===== src/hw/rtl/spp_pkg.sv =====
// Shared types, constants and functions of the stereo pan-law panner.
package spp_pkg;

    localparam int TABLE_ENTRIES_DEF    = 512;
    localparam int WEIGHT_FRAC_BITS_DEF = 16;
    localparam int SAMPLE_BITS_DEF      = 24;

    localparam int POS_W        = 18;
    localparam int CFG_W        = 17;
    localparam int ADDR_W       = 2;
    localparam int POS_ONE      = 65536;
    localparam int STATIC_RST   = 32768;
    localparam int CORDIC_STEPS = 24;
    localparam int XY_W         = 33;
    localparam int Z_W          = 31;
    localparam int FRONT_LAT    = 5;

    localparam logic signed [XY_W-1:0] CORDIC_GAIN = 33'sd652032874;
    localparam logic [28:0]            HALF_PI_Q28 = 29'd421657428;

    localparam logic [1:0] LAW_LINEAR   = 2'd0;
    localparam logic [1:0] LAW_EQ_POWER = 2'd1;
    localparam logic [1:0] LAW_SQRT     = 2'd2;

    localparam logic [ADDR_W-1:0] REG_PAN_LAW    = 2'd0;
    localparam logic [ADDR_W-1:0] REG_PRECISE    = 2'd1;
    localparam logic [ADDR_W-1:0] REG_STATIC_POS = 2'd2;

    typedef struct packed {
        logic [1:0] law;
        logic       take_cos;
        logic       oob;
    } lane_ctl_t;

    typedef struct packed {
        logic item;
        logic refresh;
        logic conn;
    } meta_t;

    function automatic logic [27:0] atan_q28(input int i);
        case (i)
            0:       return 28'd210828714;
            1:       return 28'd124459457;
            2:       return 28'd65760959;
            3:       return 28'd33381290;
            4:       return 28'd16755422;
            5:       return 28'd8385879;
            6:       return 28'd4193963;
            7:       return 28'd2097109;
            8:       return 28'd1048571;
            9:       return 28'd524287;
            10:      return 28'd262144;
            11:      return 28'd131072;
            12:      return 28'd65536;
            13:      return 28'd32768;
            14:      return 28'd16384;
            15:      return 28'd8192;
            16:      return 28'd4096;
            17:      return 28'd2048;
            18:      return 28'd1024;
            19:      return 28'd512;
            20:      return 28'd256;
            21:      return 28'd128;
            22:      return 28'd64;
            23:      return 28'd32;
            default: return 28'd0;
        endcase
    endfunction

    // Q1.16 position to Q.f, rounded half up when f < 16
    function automatic logic [24:0] pos_to_w(input logic [16:0] p, input int f);
        logic [31:0] t;
        t = {15'b0, p};
        if (f >= 16)
            return 25'(t << (f - 16));
        else
            return 25'((t + (32'd1 << (15 - f))) >> (16 - f));
    endfunction

endpackage


===== src/hw/rtl/spp_front.sv =====
// Position front end: range check, table index and grid position, lane operands.
module spp_front #(
    parameter int TABLE_ENTRIES    = spp_pkg::TABLE_ENTRIES_DEF,
    parameter int WEIGHT_FRAC_BITS = spp_pkg::WEIGHT_FRAC_BITS_DEF
) (
    input  logic                                clk,
    input  logic                                en,
    input  logic signed [spp_pkg::POS_W-1:0]    pos_in,
    input  logic [1:0]                          law_in,
    input  logic                                precise_in,
    output logic [WEIGHT_FRAC_BITS:0]           u_left,
    output logic [WEIGHT_FRAC_BITS:0]           u_right,
    output spp_pkg::lane_ctl_t                  ctl_left,
    output spp_pkg::lane_ctl_t                  ctl_right
);
    import spp_pkg::*;

    localparam int F     = WEIGHT_FRAC_BITS;
    localparam int N1    = TABLE_ENTRIES - 1;
    localparam int IW    = $clog2(TABLE_ENTRIES);
    localparam int DIV   = 2 * N1;
    localparam int NUM_W = IW + 18;
    localparam int RW    = NUM_W + 1 - $clog2(DIV);
    localparam int QP_W  = NUM_W + RW;
    localparam longint RECIP = (longint'(1) << NUM_W) / DIV;
    localparam logic [F:0] ONE = {1'b1, {F{1'b0}}};

    // stage 1
    logic signed [POS_W-1:0] p_reg;
    logic [1:0] law1_reg;
    logic       prec1_reg;
    logic       oob1;
    logic [16:0] pu, dpos;
    logic [17:0] diff;
    logic [16+IW:0] prod_a, prod_b;
    logic [24:0] pw_full1;

    // stage 2
    logic [IW-1:0] i1_reg, i2_reg;
    logic [F:0]    pw2_reg;
    logic          oob2_reg, prec2_reg;
    logic [1:0]    law2_reg;
    logic [NUM_W-1:0] num1, num2;
    logic [QP_W-1:0]  qp1, qp2;

    // stage 3
    logic [NUM_W-1:0] num1_reg, num2_reg;
    logic [17:0]      qe1_reg, qe2_reg;
    logic [F:0]       pw3_reg;
    logic             oob3_reg, prec3_reg;
    logic [1:0]       law3_reg;
    logic [NUM_W+17:0] m1, m2;
    logic [NUM_W-1:0]  rem1, rem2;
    logic [17:0]       q1, q2;

    // stage 4
    logic [16:0] q1_reg, q2_reg;
    logic [F:0]  pw4_reg;
    logic        oob4_reg, prec4_reg;
    logic [1:0]  law4_reg;
    logic [1:0]  law_n;
    logic [24:0] wq1, wq2;

    // stage 5
    logic [F:0] ul_reg, ur_reg;
    lane_ctl_t  cl_reg, cr_reg;
    logic [F:0] ul_next, ur_next;
    logic       cos_next;

    always_ff @(posedge clk)
    begin
        if (en)
        begin
            p_reg     <= pos_in;
            law1_reg  <= law_in;
            prec1_reg <= precise_in;
        end
    end

    always_comb
    begin
        oob1     = (p_reg < 0) || (p_reg > signed'(POS_W'(POS_ONE)));
        pu       = p_reg[16:0];
        diff     = 18'(POS_ONE) - {1'b0, pu};
        dpos     = diff[16:0];
        prod_a   = (17+IW)'(dpos) * (17+IW)'(N1);
        prod_b   = (17+IW)'(pu) * (17+IW)'(N1);
        pw_full1 = pos_to_w(pu, F);
    end

    always_ff @(posedge clk)
    begin
        if (en)
        begin
            i1_reg    <= prod_a[15+IW:16];
            i2_reg    <= prod_b[15+IW:16];
            pw2_reg   <= pw_full1[F:0];
            oob2_reg  <= oob1;
            prec2_reg <= prec1_reg;
            law2_reg  <= law1_reg;
        end
    end

    // grid position round(i * 65536 / N1) by reciprocal multiply
    always_comb
    begin
        num1 = {1'b0, i1_reg, 17'b0} + NUM_W'(N1);
        num2 = {1'b0, i2_reg, 17'b0} + NUM_W'(N1);
        qp1  = QP_W'(num1) * QP_W'(RECIP);
        qp2  = QP_W'(num2) * QP_W'(RECIP);
    end

    always_ff @(posedge clk)
    begin
        if (en)
        begin
            num1_reg  <= num1;
            num2_reg  <= num2;
            qe1_reg   <= qp1[NUM_W +: 18];
            qe2_reg   <= qp2[NUM_W +: 18];
            pw3_reg   <= pw2_reg;
            oob3_reg  <= oob2_reg;
            prec3_reg <= prec2_reg;
            law3_reg  <= law2_reg;
        end
    end

    always_comb
    begin
        m1   = (NUM_W+18)'(qe1_reg) * (NUM_W+18)'(DIV);
        m2   = (NUM_W+18)'(qe2_reg) * (NUM_W+18)'(DIV);
        rem1 = num1_reg - m1[NUM_W-1:0];
        rem2 = num2_reg - m2[NUM_W-1:0];
        q1   = (rem1 >= NUM_W'(DIV)) ? qe1_reg + 18'd1 : qe1_reg;
        q2   = (rem2 >= NUM_W'(DIV)) ? qe2_reg + 18'd1 : qe2_reg;
    end

    always_ff @(posedge clk)
    begin
        if (en)
        begin
            q1_reg    <= q1[16:0];
            q2_reg    <= q2[16:0];
            pw4_reg   <= pw3_reg;
            oob4_reg  <= oob3_reg;
            prec4_reg <= prec3_reg;
            law4_reg  <= law3_reg;
        end
    end

    always_comb
    begin
        case (law4_reg)
            LAW_EQ_POWER: law_n = LAW_EQ_POWER;
            LAW_SQRT:     law_n = LAW_SQRT;
            default:      law_n = LAW_LINEAR;
        endcase
        wq1 = pos_to_w(q1_reg, F);
        wq2 = pos_to_w(q2_reg, F);
        if (prec4_reg)
        begin
            cos_next = (law_n == LAW_EQ_POWER);
            ul_next  = cos_next ? pw4_reg : ONE - pw4_reg;
            ur_next  = pw4_reg;
        end
        else
        begin
            cos_next = 1'b0;
            ul_next  = wq1[F:0];
            ur_next  = wq2[F:0];
        end
    end

    always_ff @(posedge clk)
    begin
        if (en)
        begin
            ul_reg <= ul_next;
            ur_reg <= ur_next;
            cl_reg <= '{law: law_n, take_cos: cos_next, oob: oob4_reg};
            cr_reg <= '{law: law_n, take_cos: 1'b0, oob: oob4_reg};
        end
    end

    assign u_left    = ul_reg;
    assign u_right   = ur_reg;
    assign ctl_left  = cl_reg;
    assign ctl_right = cr_reg;

endmodule


===== config.mk =====
export PLATFORM = sky130hd
export DESIGN_NAME = spp_front
export DESIGN_NICKNAME = d
export VERILOG_FILES = /design/src/hw/rtl/spp_pkg.sv /design/src/hw/rtl/spp_front.sv
export SDC_FILE = /design/constraint.sdc
export NUM_CORES = 1
export LEC_CHECK = 0
export BUFFER_PORTS_ARGS = -buffer_cell sky130_fd_sc_hd__buf_4
export CELL_PAD_IN_SITES_DETAIL_PLACEMENT = 0
export CELL_PAD_IN_SITES_GLOBAL_PLACEMENT = 1
export CORE_UTILIZATION = 48
export CTS_BUF_LIST = sky130_fd_sc_hd__clkbuf_8
export CTS_CLUSTER_DIAMETER = 50
export DETAILED_ROUTE_END_ITERATION = 10
export GPL_TIMING_DRIVEN = 1
export PLACE_DENSITY = 0.85
export RECOVER_POWER = 25
export SETUP_SLACK_MARGIN = 0.5
export SLEW_MARGIN = 10
export SYNTH_ARGS = -nofsm -noshare
export SYNTH_HDL_FRONTEND = slang
export SYNTH_SLANG_ARGS = --single-unit

===== constraint.sdc =====
create_clock -name clk -period 8.3 [get_ports clk]
set_input_delay 1.66 -clock clk [delete_from_list [all_inputs] [get_ports clk]]
set_output_delay 1.66 -clock clk [all_outputs]
set_load 0.02 [all_outputs]

==> summary by stage, run 1 <==
Outcome
The flow ran to the end, but the final reports show violations. The checks that failed: design-rule violations, max-capacitance violations, max-slew violations.

Floorplanning
The number of rows created at floorplan is 79. The overall die width is 220 µm. The vertical extent of the die is 220 µm. The region available for standard cell placement spans 46,800 µm².

For this configuration, the core starts out at a cell density of 48.9%. The overall die area is 48,500 µm². 65 I/O pins were placed.

Synthesis
Synthesis inferred 226 register bits. The share of the synthesized area in the top cell type is 29.7%. Counting flops with an async set or reset pin after synthesis yields a share of 0%.

The area of the mapped netlist is 22,900 µm². Dividing the synthesized area by the synthesized cell count gives 11.2 µm². The commonest register cell after synthesis is edfxtp_1. Synthesis produced a netlist whose cell count is 2,049. Sorting the synthesized cells by area gives the leading types as edfxtp_1, fa_1, ha_1, inv_1, xnor2_1. edfxtp_1 takes more of the synthesized area than any other cell. The number of nets in the synthesized netlist is 2,609. Counting flops with a built-in enable in the synthesized netlist gives 226. Of the synthesized area, sequential elements account for 29.7%. The total number of yosys warnings is 0.

The post-synthesis cell type count is 85.

Detailed routing
The DRC violation count after routing is 9. The count of routing violations after the opening detailed-route iteration is 798. Dividing the detail-routed via count by the number of cells gives 5.17. Detailed routing inserted a total of 14,900 vias.

The count of nets left with antenna violations once routing finished came out at 0. After detailed routing, the average wire length per cell comes to 16.6 µm. The final layout contains routed wiring with a total length of 47.8 mm. Before antenna repair, the detailed router went through 9 iterations.

CTS
At the later pin of the worst-skew pair, clock insertion delay measures 550 ps. The H-tree generated during clock tree synthesis spans 2 levels. Clock tree synthesis inserted a total of 38 buffers. After clock tree synthesis, the clock-pin slew on the worst setup and hold paths is 60 ps. The clock passes through at most 3 buffers. The library cell used as clock root buffer is clkbuf_8. The clock net sink count is 226. The quantity of hold-fixing buffers added after cts is 0. The clock tree from TritonCTS is built.

Global route
The first global-routing pass estimated 76.9 mm of wire. The initial antenna violation count was 1. The via count of the first global-routing pass is 15,400. Entering global routing, the biggest net connects 124 pins. The total overflow left after global routing is 0. The total global-route track usage is 20.0%.

Worst setup path
In this run the critical register-to-register path is launched from qe1_reg[7]$_DFFE_PP_. Together, buffers and inverters on the worst path number 5. At the worst endpoint, the arrival time is 8250 ps. The peak fanout along the critical path is 9. The setup path with the least slack is of type reg2reg. For this design, the slowest cell found on the critical path is fa_1. The worst setup path is launched from a register. In this run the worst setup path begins at qe1_reg[7]$_DFFE_PP_.

The required arrival time at the worst endpoint is 8590 ps. STA classifies the critical path endpoint as a register. The largest single stage delay on the critical path is 620 ps. The dominant delay contributor by cell family on the critical path is adder cells.

Timing
Setup repair after global routing could not meet its margin everywhere. The worst clock skew on the final layout is 22.7 ps. The normalized max-slew margin is -50.7%. Of the available clock period, the critical path in the final layout requires 95.9%. The number of max-slew violations in the final report is 47. The smallest hold slack is 407 ps. The fmax is 126 MHz.

The number of hold violations in the final report is 0. The accumulated negative setup slack is 0 ps. The transition at the pin with the smallest max-transition slack is 2260 ps. The worst path in the final design needs a cycle of 7960 ps, including I/O delays and setup. The number of failing setup endpoints in the final timing report is 0. The post-route worst setup slack is 343 ps.

Finish
The area overhead of the layout relative to synthesis is 15.9%. The register with the most flip-flops in the layout has 18 of them. The antenna diode count is 0.

The post-route core utilization is 56.7%. Of the cells placed in the final design, the portion with a size suffix greater than 1 is 18.1%. The layout has 3,817 filler cells. The number of nets in the final layout is 2,817.

Flow run
The tool flagged a number of max-cap violations equal to 1.

Placed design
The post-detailed-placement half-perimeter wirelength is 37.3 mm. Timing analysis after detailed placement gives a worst setup slack of -29.1 ps. At the end of routability-driven placement, the weighted congestion stood at 0.901. Buffers placed on the I/O ports in this run total 63.

Worst hold path
The classification of the worst-slack hold path is reg2reg. The worst hold path begins at pw3_reg[7]$_DFFE_PP_.
## synthesized netlist by cell type, drive strengths merged (21+ instances only)
master  number
fa         301
xor2        51
nor3        29
o21a        23
nand2       66
nand3       33
xnor2       87
nor2b       23
a21o        21
edfxtp     226
nor2        80
inv        496
and3        21
o21ai       48
mux2        26
a21oi       58
ha         236
## what timing repair did
item                       4_1_cts  5_1_grt
setup endpoints to repair       34       34
cloned                           1        2
pin swaps                       33       96
buffers inserted                50       46
resized for setup               43      118
## cell type report
type                            count  area, µm²  area share, %
Tap cell                          607        759           2.86
Multi-Input combinational cell   1304      14800           55.9
Inverter                          496       1860           7.02
Clock inverter                     25        179          0.675
Timing Repair Buffer              191       1570           5.93
Sequential cell                   226       6790           25.6
Clock buffer                       39        537           2.02
## cells by family (layout without fill, tap and decap cells)
group,after synthesis,after routing,share of synthesized area (%)
multiplexers,28,28,1.37
AND/OR/NAND/NOR,344,344,7.87
other,1,1,0.0164
AO/OA/AOI/OAI,256,256,7.84
XOR/XNOR,138,138,5.32
adder cells (fa/ha/maj),537,537,39.2
flip-flops,226,226,29.7
buffers and inverters,519,751,8.68
## stage by stage
stage          cells  cell area [µm²]
3_5_place_dp    2725            24300
5_1_grt         2888            26500
2_1_floorplan   2049            23000
4_1_cts         2840            25600
3_3_place_gp    2725            24300
6_report        2888            26500
## path summary, 6_finish.rpt
kind | slack, ps | to | depth (start not counted)
worst max-delay path | 340 | q1_reg[5]$_DFFE_PP_ | 32
worst min-delay path | 410 | pw4_reg[7]$_DFFE_PP_ | 0
worst max register to register | 340 | q1_reg[5]$_DFFE_PP_ | 32
worst min register to register | 410 | pw4_reg[7]$_DFFE_PP_ | 0
## placed cells by master (no fill, tap or decap), types with 19 or more instances in the layout
cell / synthesis / final
ha_1: 236 / 221
mux2_2: 25 / 24
a21o_1: 21 / 21
edfxtp_1: 226 / 226
nand3_1: 33 / 24
buf_4: 4 / 152
fa_1: 301 / 289
nor3_1: 29 / 25
o21a_1: 23 / 23
inv_2: 0 / 26
a21oi_1: 57 / 48
xor2_1: 51 / 51
o21ai_0: 42 / 34
xnor2_1: 86 / 78
nor2b_1: 23 / 22
clkbuf_8: 0 / 39
nor2_1: 80 / 74
inv_1: 496 / 473
nand2_1: 66 / 63
and3_1: 21 / 19
clkbuf_4: 0 / 19
## worst register-to-register path: cells and delay by family, from the launching register on
| family | cells | cell delay (ps) |
|---|---|---|
| fa+ha+maj | 6 | 2780 |
| flops | 1 | 500 |
| buf+inv | 5 | 400 |
| simple gates | 7 | 1320 |
| xor+xnor | 1 | 80 |
| compound gates | 13 | 2620 |
## metal layers
layer	vias to the layer above	routed length, µm	global-route usage, %	part of all wire (%)
met3	57	2180	2.90	4.6
met1	7460	22100	28.6	46
li1	7094	-	-	-
met2	310	22900	32.7	48
met4	2	589	3.38	1.2
met5	-	13	0	0.027
Power of run 1 is not shown: default switching activity piles up to over one toggle a cycle in this logic, so the estimate is an artifact.
==> inputs of run 2 (changes only) <==
--- a/config.mk
+++ b/config.mk
@@ -6,13 +6,15 @@
 export NUM_CORES = 1
 export LEC_CHECK = 0
 export BUFFER_PORTS_ARGS = -buffer_cell sky130_fd_sc_hd__buf_4
+export CAP_MARGIN = 30
 export CELL_PAD_IN_SITES_DETAIL_PLACEMENT = 0
 export CELL_PAD_IN_SITES_GLOBAL_PLACEMENT = 1
+export CORE_ASPECT_RATIO = 0.5
 export CORE_UTILIZATION = 48
 export CTS_BUF_LIST = sky130_fd_sc_hd__clkbuf_8
 export CTS_CLUSTER_DIAMETER = 50
 export DETAILED_ROUTE_END_ITERATION = 10
-export GPL_TIMING_DRIVEN = 1
+export GPL_TIMING_DRIVEN = 0
 export PLACE_DENSITY = 0.85
 export RECOVER_POWER = 25
 export SETUP_SLACK_MARGIN = 0.5
==> summary by stage, run 2 (synthesis results as in run 1) <==
Timing
The number of hold violations in the final report came to 0. Setup repair after global routing could not meet its margin everywhere. In the finished design, the share of the clock period the worst path needs comes to 97.8%.

The worst pin sits at a relative slew slack of 57.6%. The minimum clock period after layout is 8120 ps. On the final layout, the worst clock skew is 35.6 ps. Static timing analysis puts the maximum clock frequency at 123 MHz.

The number of failing setup endpoints in the final timing report is 0. For the pin with the worst max-slew slack, the measured transition is 634 ps. The number of max-slew violations in the final report is 0. The accumulated negative setup slack is 0 ps.

CTS
The maximum root-to-sink buffer count is 3. The latest clock arrival within the worst-skew pair is 580 ps. The tree is rooted in a clkbuf_8.

Clock tree synthesis found a total of 226 sinks. The TritonCTS buffer count is 38. The register clock-pin slew on the reported worst setup and hold paths is 70 ps. The H-tree was split into 2 levels. TritonCTS built the clock tree.

Placed design
The number of port buffers is 63. The placer's final routability congestion estimate is 0.875. The placed instance area is 24,300 µm². The post-detailed-placement half-perimeter wirelength is 38.5 mm.

Worst hold path
The tightest min-delay check is of the reg2reg type. Along the worst hold path, the cell count comes to 0. The startpoint of the most critical hold path is pw3_reg[15]$_DFFE_PP_. The path with the worst hold slack has its endpoint at pw4_reg[15]$_DFFE_PP_.

Worst setup path
The peak fanout along the critical path is 7. The critical path launch point type is a register. The dominant delay contributor by cell family on the critical path is compound AO/OA/AOI/OAI gates. The worst setup path is captured at a register. The endpoint identified for the worst register-to-register timing path is q1_reg[15]$_DFFE_PP_. The critical setup path kind is reg2reg.

The critical path contains buffers and inverters numbering 6 combined. For this design, the slowest cell found on the critical path is fa_1. The worst reg-to-reg path cell count is 34. The startpoint of the most critical register-to-register path is qe1_reg[7]$_DFFE_PP_.

On the worst path, the slowest cell contributes a delay of 630 ps. The library cell appearing most often on the critical path is fa_1. The required arrival time at the worst endpoint is 8610 ps. For the worst setup path, the data arrival time is 8430 ps. The slack of the worst reg-to-reg path is 180 ps.

Detailed routing
The count of routing violations after the opening detailed-route iteration is 1,000. The number of iterations in the first detailed-routing pass is 5. The routed wire length is 49.9 mm.

The total vias in the final route is 15,000. The mean number of vias per cell is 5.07. The detailed-route wire length per cell is 16.9 µm. The count of nets left with antenna violations after detail routing is 0. The DRC violation count after routing is 0.

Floorplanning
The die covers 48,600 µm². For this design the top-level I/O count stands at 65. The total area inside the core boundary comes to 46,900 µm².

The floorplan has 56 rows. The overall die width is 311 µm. Once the floorplan was initialized, standard cells occupied 48.7% of the core. From bottom edge to top edge, the die measures 156 µm.

Finish
After the last flow step, the layout net total stands at 2,842. Relative to the synthesized area, the layout overhead comes to 18.2%. The register with the most flip-flops in the layout has 18 of them. The antenna diode count is 0.

After routing the design area is 27,000 µm². In the layout the commonest cells are inv_1, fa_1, edfxtp_1. The commonest non-fill, non-tap cell in the layout is inv_1.

Cells with a size suffix above 1 make up 20.2% of the layout.

Global route
For this run, global-route usage on met2 was measured as 33.7%. The maximum number of pins on one net before global-route repair is 79. The first-pass GRT wire length is 78.4 mm.

Global routing finished with a remaining overflow of 0. The total global-route track usage is 20.3%. The via count of the first global-routing pass came to 15,300. The most crowded layer after global routing is met2. For met3 alone, demand over resource in global routing was 2.44%. The initial antenna violation count is 1.

The met1 capacity usage during global routing is 28.2%.

Flow run
The tool flagged a number of max-cap violations equal to 0.

Outcome
The flow ran to the end, and the final reports show no timing, DRC or antenna violations.
[run 2: worst max-delay path by stage]
stage                         startpoint              endpoint  cells past startpoint
floorplan           qe2_reg[7]$_DFFE_PP_   q2_reg[1]$_DFFE_PP_                     32
global placement    qe2_reg[8]$_DFFE_PP_   q2_reg[1]$_DFFE_PP_                     31
detailed placement  qe2_reg[8]$_DFFE_PP_   q2_reg[1]$_DFFE_PP_                     31
global route        qe1_reg[5]$_DFFE_PP_  q1_reg[15]$_DFFE_PP_                     34
finish              qe1_reg[7]$_DFFE_PP_  q1_reg[15]$_DFFE_PP_                     34
CTS                 qe1_reg[6]$_DFFE_PP_  q1_reg[15]$_DFFE_PP_                     34
[run 2: per-layer routing]
| layer | wire length [µm] | vias to the layer above | part of all wire (%) |
|---|---|---|---|
| li1 | - | 7166 | - |
| met1 | 22600 | 7424 | 45 |
| met2 | 23800 | 288 | 48 |
| met3 | 2180 | 71 | 4.4 |
| met4 | 1290 | 2 | 2.6 |
| met5 | 13 | - | 0.026 |
[run 2: worst reg2reg max path, delay by kind of cell, from the launching register on]
family / cells / cell delay, ps
flops: 1 / 520
xor+xnor: 2 / 290
fa+ha+maj: 6 / 2710
simple gates: 5 / 1000
compound gates: 15 / 2840
buf+inv: 6 / 520
[run 2: layout make-up]
type,count,area [µm²]
buffer,23,186
clock buffer,38,523
clock inverter,29,228
fill,3802,19900
inverter,496,1860
multi-input combinational,1304,15000
sequential,226,6790
tap,638,798
timing repair buffer,193,1610
[run 2: repair_timing]
item,CTS,global route
gates cloned,1,1
pin swaps,75,81
setup buffers,90,35
setup endpoints to repair,34,34
resized for setup,101,124
hold buffers,0,0
[run 2: stage by stage]
step                      std cells  hold WS, ps  utilization (%)  setup slack, ps
after floorplan                2049          400                -              505
after global placement         2750          401             51.6             -535
after detailed placement       2752          405             51.8             -563
after CTS                      2910          416             55.8              236
after global routing           2947          422             57.6             -102
final                          2947          414             57.6              181
Power of run 2 is left out for the same reason.
